<file path="src/rtl/oale_pkg.sv">
// ----------------------------------------------------------------------------
// oale_pkg
// Types and codes shared by the ordered array list engine.
// ----------------------------------------------------------------------------
package oale_pkg;

  localparam int REC_W = 41;

  typedef struct packed {
    logic [15:0] id;
    logic [15:0] height;   // unsigned Q8.8
    logic [7:0]  kind;
    logic        friendly;
  } rec_t;

  typedef enum logic [3:0] {
    CMD_CLEAR       = 4'd0,
    CMD_INS_AT      = 4'd1,
    CMD_INS_FIRST   = 4'd2,
    CMD_INS_LAST    = 4'd3,
    CMD_DEL_AT      = 4'd4,
    CMD_DEL_FIRST   = 4'd5,
    CMD_DEL_LAST    = 4'd6,
    CMD_READ        = 4'd7,
    CMD_WRITE       = 4'd8,
    CMD_FIND        = 4'd9,
    CMD_PURGE       = 4'd10,
    CMD_BY_HEIGHT   = 4'd11,
    CMD_BY_TYPE     = 4'd12
  } cmd_t;

  typedef enum logic [2:0] {
    STS_OK        = 3'd0,
    STS_BAD_INDEX = 3'd1,
    STS_EMPTY     = 3'd2,
    STS_FULL      = 3'd3,
    STS_NO_MATCH  = 3'd4
  } status_t;

  typedef enum logic [1:0] {
    S_IDLE,
    S_COUNT,   // purge first pass: count the records that stay
    S_WALK,
    S_EMIT
  } state_t;

endpackage

</file>
<file path="src/rtl/oale_ram.sv">
// ----------------------------------------------------------------------------
// oale_ram
// Simple dual-port RAM: one write port, one read port with registered data.
// ----------------------------------------------------------------------------
module oale_ram #(
  parameter int WIDTH = 41,
  parameter int DEPTH = 64
) (
  input  logic                     clk,
  input  logic                     we,
  input  logic [$clog2(DEPTH)-1:0] waddr,
  input  logic [WIDTH-1:0]         wdata,
  input  logic                     re,
  input  logic [$clog2(DEPTH)-1:0] raddr,
  output logic [WIDTH-1:0]         rdata
);

  logic [WIDTH-1:0] mem [DEPTH];

  always_ff @(posedge clk) begin
    if (we) begin
      mem[waddr] <= wdata;
    end
    if (re) begin
      rdata <= mem[raddr];
    end
  end

endmodule

</file>
<file path="src/rtl/ordered_array_list_engine_unit.sv">
// ----------------------------------------------------------------------------
// ordered_array_list_engine_unit
// Ordered record list held in one RAM; commands walk the list one entry per
// cycle through the RAM read port, shifting or compacting through the write port.
// ----------------------------------------------------------------------------
// Errors, clear, write and insert_last skip the walk and go to the result register.
// Walks (insert, delete, read, find, listings) visit at most the entry count of
// entries; purge walks the list twice, first counting the records that stay.
// One command at a time; a listing stalls while the result register is full.
// Reset clears the entry count and control state; the RAM is not cleared.
module ordered_array_list_engine_unit
  import oale_pkg::*;
#(
  parameter int CAPACITY_MAX = 64
) (
  input  logic        clk,
  input  logic        rst,
  input  logic        in_valid,
  output logic        in_ready,
  input  logic [3:0]  cmd,
  input  logic [5:0]  position,
  input  logic [15:0] search_id,
  input  logic [15:0] rec_id,
  input  logic [15:0] rec_height,
  input  logic [7:0]  rec_kind,
  input  logic        rec_friendly,
  input  logic [15:0] height_floor,
  input  logic [7:0]  wanted_kind,
  output logic        out_valid,
  input  logic        out_ready,
  output logic [2:0]  status,
  output logic [5:0]  out_position,
  output logic [15:0] out_id,
  output logic [15:0] out_height,
  output logic [7:0]  out_kind,
  output logic        out_friendly,
  output logic        found,
  output logic [6:0]  entry_count,
  output logic        last
);

  localparam int IW = $clog2(CAPACITY_MAX);
  localparam int CW = $clog2(CAPACITY_MAX + 1);
  localparam logic [CW-1:0] CAP = CW'(CAPACITY_MAX);

  state_t        state, state_next;
  cmd_t          op, in_cmd;
  logic [IW-1:0] pos_r;
  rec_t          nrec;
  logic [15:0]   sid;
  logic [15:0]   floor_h;
  logic [7:0]    want;
  logic [IW-1:0] rptr, rend, didx;
  logic          rdown, rdone, dv;
  logic [CW-1:0] keep, count, cnt_new;
  logic          wr_rec;
  logic          pend_v;
  status_t       res_status;
  logic [5:0]    res_pos;
  rec_t          res_rec;
  logic          res_found;

  // decode
  status_t       dec_status;
  state_t        dec_state;
  logic [5:0]    dec_pos;
  logic [IW-1:0] dec_idx, dec_start, dec_end;
  logic          dec_down, dec_wr;
  logic [CW-1:0] dec_cnt;
  logic [6:0]    cnt7, pos7, acc7;
  logic [CW-1:0] cnt_m1;
  logic [IW-1:0] ins_idx, acc_idx;

  // walk control
  rec_t          d;
  logic          walking, is_hit, hit, need_push, oslot, stall, proc, issue;
  logic          last_proc, find_stop, emit_go, push;

  // RAM
  logic          ram_we;
  logic [IW-1:0] ram_waddr;
  rec_t          ram_wdata;
  logic [REC_W-1:0] ram_rdata;

  oale_ram #(
    .WIDTH (REC_W),
    .DEPTH (CAPACITY_MAX)
  ) u_ram (
    .clk   (clk),
    .we    (ram_we),
    .waddr (ram_waddr),
    .wdata (ram_wdata),
    .re    (issue),
    .raddr (rptr),
    .rdata (ram_rdata)
  );

  assign d        = rec_t'(ram_rdata);
  assign in_ready = (state == S_IDLE);
  assign in_cmd   = cmd_t'(cmd);
  assign cnt7     = 7'(count);
  assign pos7     = {1'b0, position};
  assign cnt_m1   = count - CW'(1);

  always_comb begin
    if (in_cmd == CMD_INS_FIRST) begin
      ins_idx = '0;
    end else if (in_cmd == CMD_INS_LAST) begin
      ins_idx = count[IW-1:0];
    end else begin
      ins_idx = position[IW-1:0];
    end
    if (in_cmd == CMD_DEL_FIRST) begin
      acc7 = '0;
    end else if (in_cmd == CMD_DEL_LAST) begin
      acc7 = cnt7 - 7'd1;
    end else begin
      acc7 = pos7;
    end
    acc_idx = acc7[IW-1:0];
  end

  // command decode at acceptance
  always_comb begin
    dec_state  = S_EMIT;
    dec_status = STS_OK;
    dec_pos    = '0;
    dec_idx    = '0;
    dec_start  = '0;
    dec_end    = cnt_m1[IW-1:0];
    dec_down   = 1'b0;
    dec_wr     = 1'b0;
    dec_cnt    = count;
    unique case (in_cmd)
      CMD_CLEAR: begin
        dec_cnt = '0;
      end
      CMD_INS_AT, CMD_INS_FIRST, CMD_INS_LAST: begin
        if (count == CAP) begin
          dec_status = STS_FULL;
        end else if (in_cmd == CMD_INS_AT && pos7 >= cnt7) begin
          dec_status = STS_BAD_INDEX;
        end else begin
          dec_idx = ins_idx;
          dec_pos = 6'(ins_idx);
          dec_wr  = 1'b1;
          dec_cnt = count + CW'(1);
          if (CW'(ins_idx) != count) begin
            // shift the tail up, from the end back to the insert point
            dec_state = S_WALK;
            dec_start = cnt_m1[IW-1:0];
            dec_end   = ins_idx;
            dec_down  = 1'b1;
          end
        end
      end
      CMD_DEL_AT, CMD_DEL_FIRST, CMD_DEL_LAST, CMD_READ, CMD_WRITE: begin
        if (count == '0) begin
          dec_status = STS_EMPTY;
        end else if (acc7 >= cnt7) begin
          dec_status = STS_BAD_INDEX;
        end else begin
          dec_idx = acc_idx;
          if (in_cmd == CMD_WRITE) begin
            dec_wr  = 1'b1;
            dec_pos = acc7[5:0];
          end else if (in_cmd == CMD_READ) begin
            dec_state = S_WALK;
            dec_start = acc_idx;
            dec_end   = acc_idx;
          end else begin
            dec_state = S_WALK;
            dec_start = acc_idx;
            dec_cnt   = cnt_m1;
          end
        end
      end
      CMD_FIND: begin
        dec_status = STS_NO_MATCH;
        if (count != '0) begin
          dec_state = S_WALK;
        end
      end
      CMD_PURGE: begin
        if (count == '0) begin
          dec_status = STS_EMPTY;
        end else begin
          dec_status = STS_NO_MATCH;
          dec_state  = S_COUNT;
        end
      end
      CMD_BY_HEIGHT, CMD_BY_TYPE: begin
        if (count == '0) begin
          dec_status = STS_EMPTY;
        end else begin
          dec_status = STS_NO_MATCH;
          dec_state  = S_WALK;
        end
      end
      default: begin
      end
    endcase
  end

  // walk step: dv marks RAM read data for entry didx
  always_comb begin
    unique case (op)
      CMD_READ:                                is_hit = 1'b1;
      CMD_DEL_AT, CMD_DEL_FIRST, CMD_DEL_LAST: is_hit = (didx == pos_r);
      CMD_FIND:                                is_hit = (d.id == sid);
      CMD_PURGE:                               is_hit = !d.friendly;
      CMD_BY_HEIGHT:                           is_hit = (d.height >= floor_h);
      CMD_BY_TYPE:                             is_hit = (d.kind == want);
      default:                                 is_hit = 1'b0;
    endcase
  end

  assign walking   = (state == S_WALK) || (state == S_COUNT);
  assign hit       = dv && (state == S_WALK) && is_hit;
  // a held hit goes out only once the next one shows up; the final one is last
  assign need_push = hit && pend_v;
  assign oslot     = !out_valid || out_ready;
  assign stall     = need_push && !oslot;
  assign proc      = dv && !stall;
  assign issue     = walking && !rdone && !stall;
  assign last_proc = proc && (didx == rend);
  assign find_stop = proc && hit && (op == CMD_FIND);
  assign emit_go   = (state == S_EMIT) && oslot;
  assign push      = (proc && need_push) || emit_go;

  always_comb begin
    ram_we    = 1'b0;
    ram_waddr = pos_r;
    ram_wdata = nrec;
    if (emit_go) begin
      ram_we = wr_rec;
    end else if (proc && state == S_WALK) begin
      ram_wdata = d;
      unique case (op)
        CMD_INS_AT, CMD_INS_FIRST, CMD_INS_LAST: begin
          ram_we    = 1'b1;
          ram_waddr = didx + IW'(1);
        end
        CMD_DEL_AT, CMD_DEL_FIRST, CMD_DEL_LAST: begin
          ram_we    = (didx != pos_r);
          ram_waddr = didx - IW'(1);
        end
        CMD_PURGE: begin
          ram_we    = d.friendly;
          ram_waddr = keep[IW-1:0];
        end
        default: begin
        end
      endcase
    end
  end

  always_comb begin
    state_next = state;
    unique case (state)
      S_IDLE: begin
        if (in_valid) begin
          state_next = dec_state;
        end
      end
      S_COUNT: begin
        if (last_proc) begin
          state_next = S_WALK;
        end
      end
      S_WALK: begin
        if (find_stop || last_proc) begin
          state_next = S_EMIT;
        end
      end
      S_EMIT: begin
        if (oslot) begin
          state_next = S_IDLE;
        end
      end
      default: state_next = S_IDLE;
    endcase
  end

  always_ff @(posedge clk) begin
    if (rst) begin
      state <= S_IDLE;
    end else begin
      state <= state_next;
    end
  end

  // control registers
  always_ff @(posedge clk) begin
    if (rst) begin
      count     <= '0;
      dv        <= 1'b0;
      rdone     <= 1'b0;
      pend_v    <= 1'b0;
      out_valid <= 1'b0;
    end else begin
      if (state == S_IDLE && in_valid) begin
        rdone  <= 1'b0;
        pend_v <= 1'b0;
        dv     <= 1'b0;
      end
      if (issue) begin
        dv <= 1'b1;
        if (rptr == rend) begin
          rdone <= 1'b1;
        end
      end else if (proc) begin
        dv <= 1'b0;
      end
      if (hit && proc) begin
        pend_v <= 1'b1;
      end
      if (state == S_COUNT && last_proc) begin
        rdone <= 1'b0;
        dv    <= 1'b0;
      end
      if (state == S_WALK && (find_stop || last_proc)) begin
        dv <= 1'b0;
      end
      if (emit_go) begin
        count <= cnt_new;
      end
      if (push) begin
        out_valid <= 1'b1;
      end else if (out_ready) begin
        out_valid <= 1'b0;
      end
    end
  end

  // payload registers
  always_ff @(posedge clk) begin
    if (state == S_IDLE && in_valid) begin
      op         <= in_cmd;
      pos_r      <= dec_idx;
      nrec       <= '{id: rec_id, height: rec_height, kind: rec_kind,
                      friendly: rec_friendly};
      sid        <= search_id;
      floor_h    <= height_floor;
      want       <= wanted_kind;
      rptr       <= dec_start;
      rend       <= dec_end;
      rdown      <= dec_down;
      wr_rec     <= dec_wr;
      cnt_new    <= dec_cnt;
      keep       <= '0;
      res_status <= dec_status;
      res_pos    <= dec_pos;
      res_rec    <= '0;
      res_found  <= 1'b0;
    end
    if (issue) begin
      rptr <= rdown ? rptr - IW'(1) : rptr + IW'(1);
      didx <= rptr;
    end
    if (proc && d.friendly && (state == S_COUNT || op == CMD_PURGE)) begin
      keep <= keep + CW'(1);
    end
    if (state == S_COUNT && last_proc) begin
      cnt_new <= keep + CW'(d.friendly);
      keep    <= '0;
      rptr    <= '0;
    end
    if (hit && proc) begin
      res_rec    <= d;
      res_pos    <= 6'(didx);
      res_status <= STS_OK;
      res_found  <= 1'b1;
    end
    if (push) begin
      status       <= res_status;
      out_position <= res_pos;
      out_id       <= res_rec.id;
      out_height   <= res_rec.height;
      out_kind     <= res_rec.kind;
      out_friendly <= res_rec.friendly;
      found        <= res_found;
      entry_count  <= 7'(cnt_new);
      last         <= emit_go;
    end
  end

  // ---------------------------------------------------------------- checks
  a_no_rw_same_entry: assert property (@(posedge clk) disable iff (rst)
    (ram_we && issue) |-> (ram_waddr != rptr))
    else $error("RAM read and write hit the same entry in one cycle");

  a_dv_only_walking: assert property (@(posedge clk) disable iff (rst)
    dv |-> (state == S_WALK || state == S_COUNT))
    else $error("read data pending outside a walk");

  a_count_commit: assert property (@(posedge clk) disable iff (rst)
    emit_go |=> (count == $past(cnt_new)))
    else $error("entry count not committed at final result");

  a_compact_behind: assert property (@(posedge clk) disable iff (rst)
    (state == S_WALK && op == CMD_PURGE && dv) |-> (keep <= CW'(didx)))
    else $error("purge write pointer ran ahead of read pointer");

  a_count_bound: assert property (@(posedge clk) disable iff (rst)
    (state == S_IDLE) |-> (count <= CAP))
    else $error("entry count above capacity");

endmodule
</file>
<file path="config.mk">
export PLATFORM = sky130hd
export DESIGN_NAME = ordered_array_list_engine_unit
export DESIGN_NICKNAME = d
export VERILOG_FILES = /design/src/rtl/oale_pkg.sv /design/src/rtl/oale_ram.sv /design/src/rtl/ordered_array_list_engine_unit.sv
export SDC_FILE = /design/constraint.sdc
export NUM_CORES = 2
export LEC_CHECK = 0
export BUFFER_PORTS_ARGS = -buffer_cell sky130_fd_sc_hd__buf_2
export CAP_MARGIN = 25
export CORE_MARGIN = 10
export CORE_UTILIZATION = 60
export DETAILED_ROUTE_END_ITERATION = 10
export GPL_TIMING_DRIVEN = 0
export PLACE_DENSITY = 0.78
export RECOVER_POWER = 25
export SYNTH_ARGS = -nofsm -noshare
export SYNTH_HDL_FRONTEND = slang
export SYNTH_SLANG_ARGS = --single-unit
</file>
<file path="constraint.sdc">
create_clock -name clk -period 9.7 [get_ports clk]
set_input_delay 1.94 -clock clk [delete_from_list [all_inputs] [get_ports clk]]
set_output_delay 1.94 -clock clk [all_outputs]
set_load 0.01 [all_outputs]
</file>
==> flow_summary.toml <==
[finish]
drive_above_1_share_pct = 30.0
syn2layout_area_growth_pct = 15.9
layout.nets = 6037
stdcell_count = 8612

[pwr]
leakage_nw = 41.9
vdd_drop_max_mv = 0.177
powerDensity_nw_per_um2 = 299

[min_path]
hold_end = "out_height[4]"
worstHoldPathCells = 0
hold_class = "reg -> reg"
hold_start = "res_rec[13]"

[logic_synthesis]
synth_enable_flop_cells = 2883
syn_nets = 5099
synthTopCellsByArea = "edfxtp_1 (76%), mux4_2 (17%), nand2_1 (0.72%)"
synth_top_area_share_pct = 76.3
ys_seq_area_share_pct = 76.8
ys_seq_elements = 2913
synth_largest_area_cell = "edfxtp_1"
yosysMostFrequentCell = "edfxtp_1"
synthArstFlopShare_pct = 0
synthCells = 4956
ys_types = 84
synth_common_cells = "edfxtp_1 (2,883), mux4_2 (849), nand2_1 (219)"
synth.avg_cell_area_um2 = 22.9
synth_top_flop_cell = "edfxtp_1"
netlist_area_um2 = 113000
yosysWarnings = 0

[detailed_routing]
routed_wl_um = 365000
num_vias = 62800
drtIter0Drc = 11000
avgViaCountPerCell = 7.29
drc = 0
ant_nets = 0
first_pass_iters = 6
avgRoutedWirePerCell_um = 42.4

[run]
max_cap_violations = 22

[sta]
finalClockSkew_ns = 0.0627
finalSetupViolations = 0
fmax_ghz = 0.127
finalCriticalPeriod_ns = 7.90
final-max-slew-violation-count = 278
rsz0062_at_grt = "no"
post-route-period-util_pct = 81.5
relSlewSlack_pct = -183
fin_hold_ws_ns = 0.417
finalSetupTns_ns = 0
hold_viol = 0
setup_slack_ns = 1.80
tightestPinTransition_ns = 4.24

[clock_network]
insertion_delay_ns = 0.97
postCtsSetupBuffers = 0
cts_resized = 0
htree_levels = 5
cts.sinks = 2913
clk_pin_slew_worst_paths_ns = 0.06
cts_hold_buf = 0
cts_buffers = 302
root_buffer = "clkbuf_16"
tritoncts = "yes"
clk_path_buf_depth = 4

[die]
dieArea_um2 = 207000
rows = 159
die_h_um = 455
boundaryPins = 156
start_util_pct = 60.4
die_w_um = 455
core_area_um2 = 188000

[place]
dp_cells = 8044
gp_congestion = 0.922
dp_hpwl_um = 229000
portBuffers = 155
place_ws_ns = 3.00

[setup_path]
max_stage_delay_ns = 1.06
rrSetupSlack_ns = 1.80
r2r-start = "u_ram.rdata[21]"
worst-endpoint-arrival_ns = 8.56
slowest_stage = "nor4_1"
worst_setup_path_start_kind = "flip-flop"
crit_path_end_kind = "flip-flop"
worst_r2r_path_depth = 14
crit_path_max_fanout = 10
reg2reg_to = "u_ram.mem[55][31]"
crit_path_cell_trace = "ha_1 > nand4_1 > nor3_1 > or4b_1 > a31oi_1 > o21ai_0 > nand3_1 > o221ai_1 > clkbuf_1 > nor4_1 > clkbuf_1 > buf_8 > buf_6 > buf_6"
critPathKind = "reg -> reg"
cp.required_ns = 10.35
critPathLaunch = "u_ram.rdata[21]"

[global_route]
grt_pass1_wl_um = 501000
grt_pass1_vias = 62500
grt_start_max_net_pins = 65
overflow = 0
antenna_found_initial = 18
grt_use_total_pct = 35.3

[run_status]
outcome = "finished, violations left"
failed_checks = "capacitance limit, slew limit"
cell usage in the layout, fill, tap and decap left out, drive strengths merged, types with 46 or more instances in the layout:
cell,instances
o21ai,54
and2,48
buf,562
inv,58
a21oi,59
edfxtp,2883
ha,46
mux4,849
nand2,219
clkinv,99
clkbuf,702
nor4,67
layer usage:
metal / share of wire [%] / track usage, % / routed length [µm] / up-vias
li1: - / - / - / 23000
met1: 30 / 42.8 / 110000 / 31900
met2: 47 / 54.6 / 170000 / 6485
met3: 13 / 9.25 / 48200 / 1466
met4: 10 / 27.2 / 36300 / 20
met5: 0.035 / 0 / 127 / -
sequential cells by signal (all words and copies together) (netlist names), 4 cells and up:
name          count
didx              6
pos_r             6
nrec             41
out_kind          8
rptr              6
out_position      6
keep              7
out_height       16
out_id           16
u_ram.mem      2624
entry_count       7
res_pos           6
sid              16
rend              6
res_rec          41
cnt_new           7
floor_h          16
want              8
op                4
u_ram.rdata      41
cnt7              7
cells by family (layout without fill, tap and decap cells):
kind of cell	Yosys count	count (layout)	synth area share [%]
buffers and inverters	312	1457	1.13
XOR/XNOR	64	64	0.494
multiplexers	883	883	17.2
AO/OA/AOI/OAI	240	240	1.48
adder cells (fa/ha/maj)	48	48	0.543
AND/OR/NAND/NOR	496	496	2.36
other	0	16	0
flip-flops	2913	2913	76.8
worst max-delay path, delay by kind of cell, from the launching register on:
family / cells / cell delay (ns)
flops: 1 / 0.81
compound gates: 3 / 1.99
fa+ha+maj: 1 / 0.52
buf+inv: 5 / 1.75
simple gates: 5 / 2.48
per-stage QoR:
stage,util (%),power (mW),instance area (µm²)
floorplan,-,22.4,113000
detailed placement,65.4,27.3,123000
CTS,70.4,38.8,132000
finish,69.9,39.4,131000
global placement,62.4,26.5,117000
global route,69.9,39.9,131000
report_power, final:
group / internal, mW / leakage [nW] / switching, mW / total (mW)
combinational: 4.85 / 11.1 / 7.35 / 12.2
clock: 6.47 / 4.52 / 4.85 / 11.3
sequential: 15.2 / 26.3 / 0.629 / 15.8
cell type report:
class,instances,area (µm²)
Antenna cell,16,40.0
Buffer,256,1040
Clock buffer,374,8040
Clock inverter,137,1260
Fill cell,10400,56500
Inverter,56,211
Multi-Input combinational cell,1731,24900
Sequential cell,2913,87200
Tap cell,2495,3120
Timing Repair Buffer,634,5690
worst max path at each step:
| stage | to |
|---|---|
| after floorplan | u_ram.mem[0][0] |
| after global placement | u_ram.mem[0][16] |
| after detailed placement | u_ram.mem[43][30] |
| after CTS | u_ram.mem[6][33] |
| after global routing | u_ram.mem[35][22] |
| final | u_ram.mem[55][31] |
(Power assumes the default switching activity.)
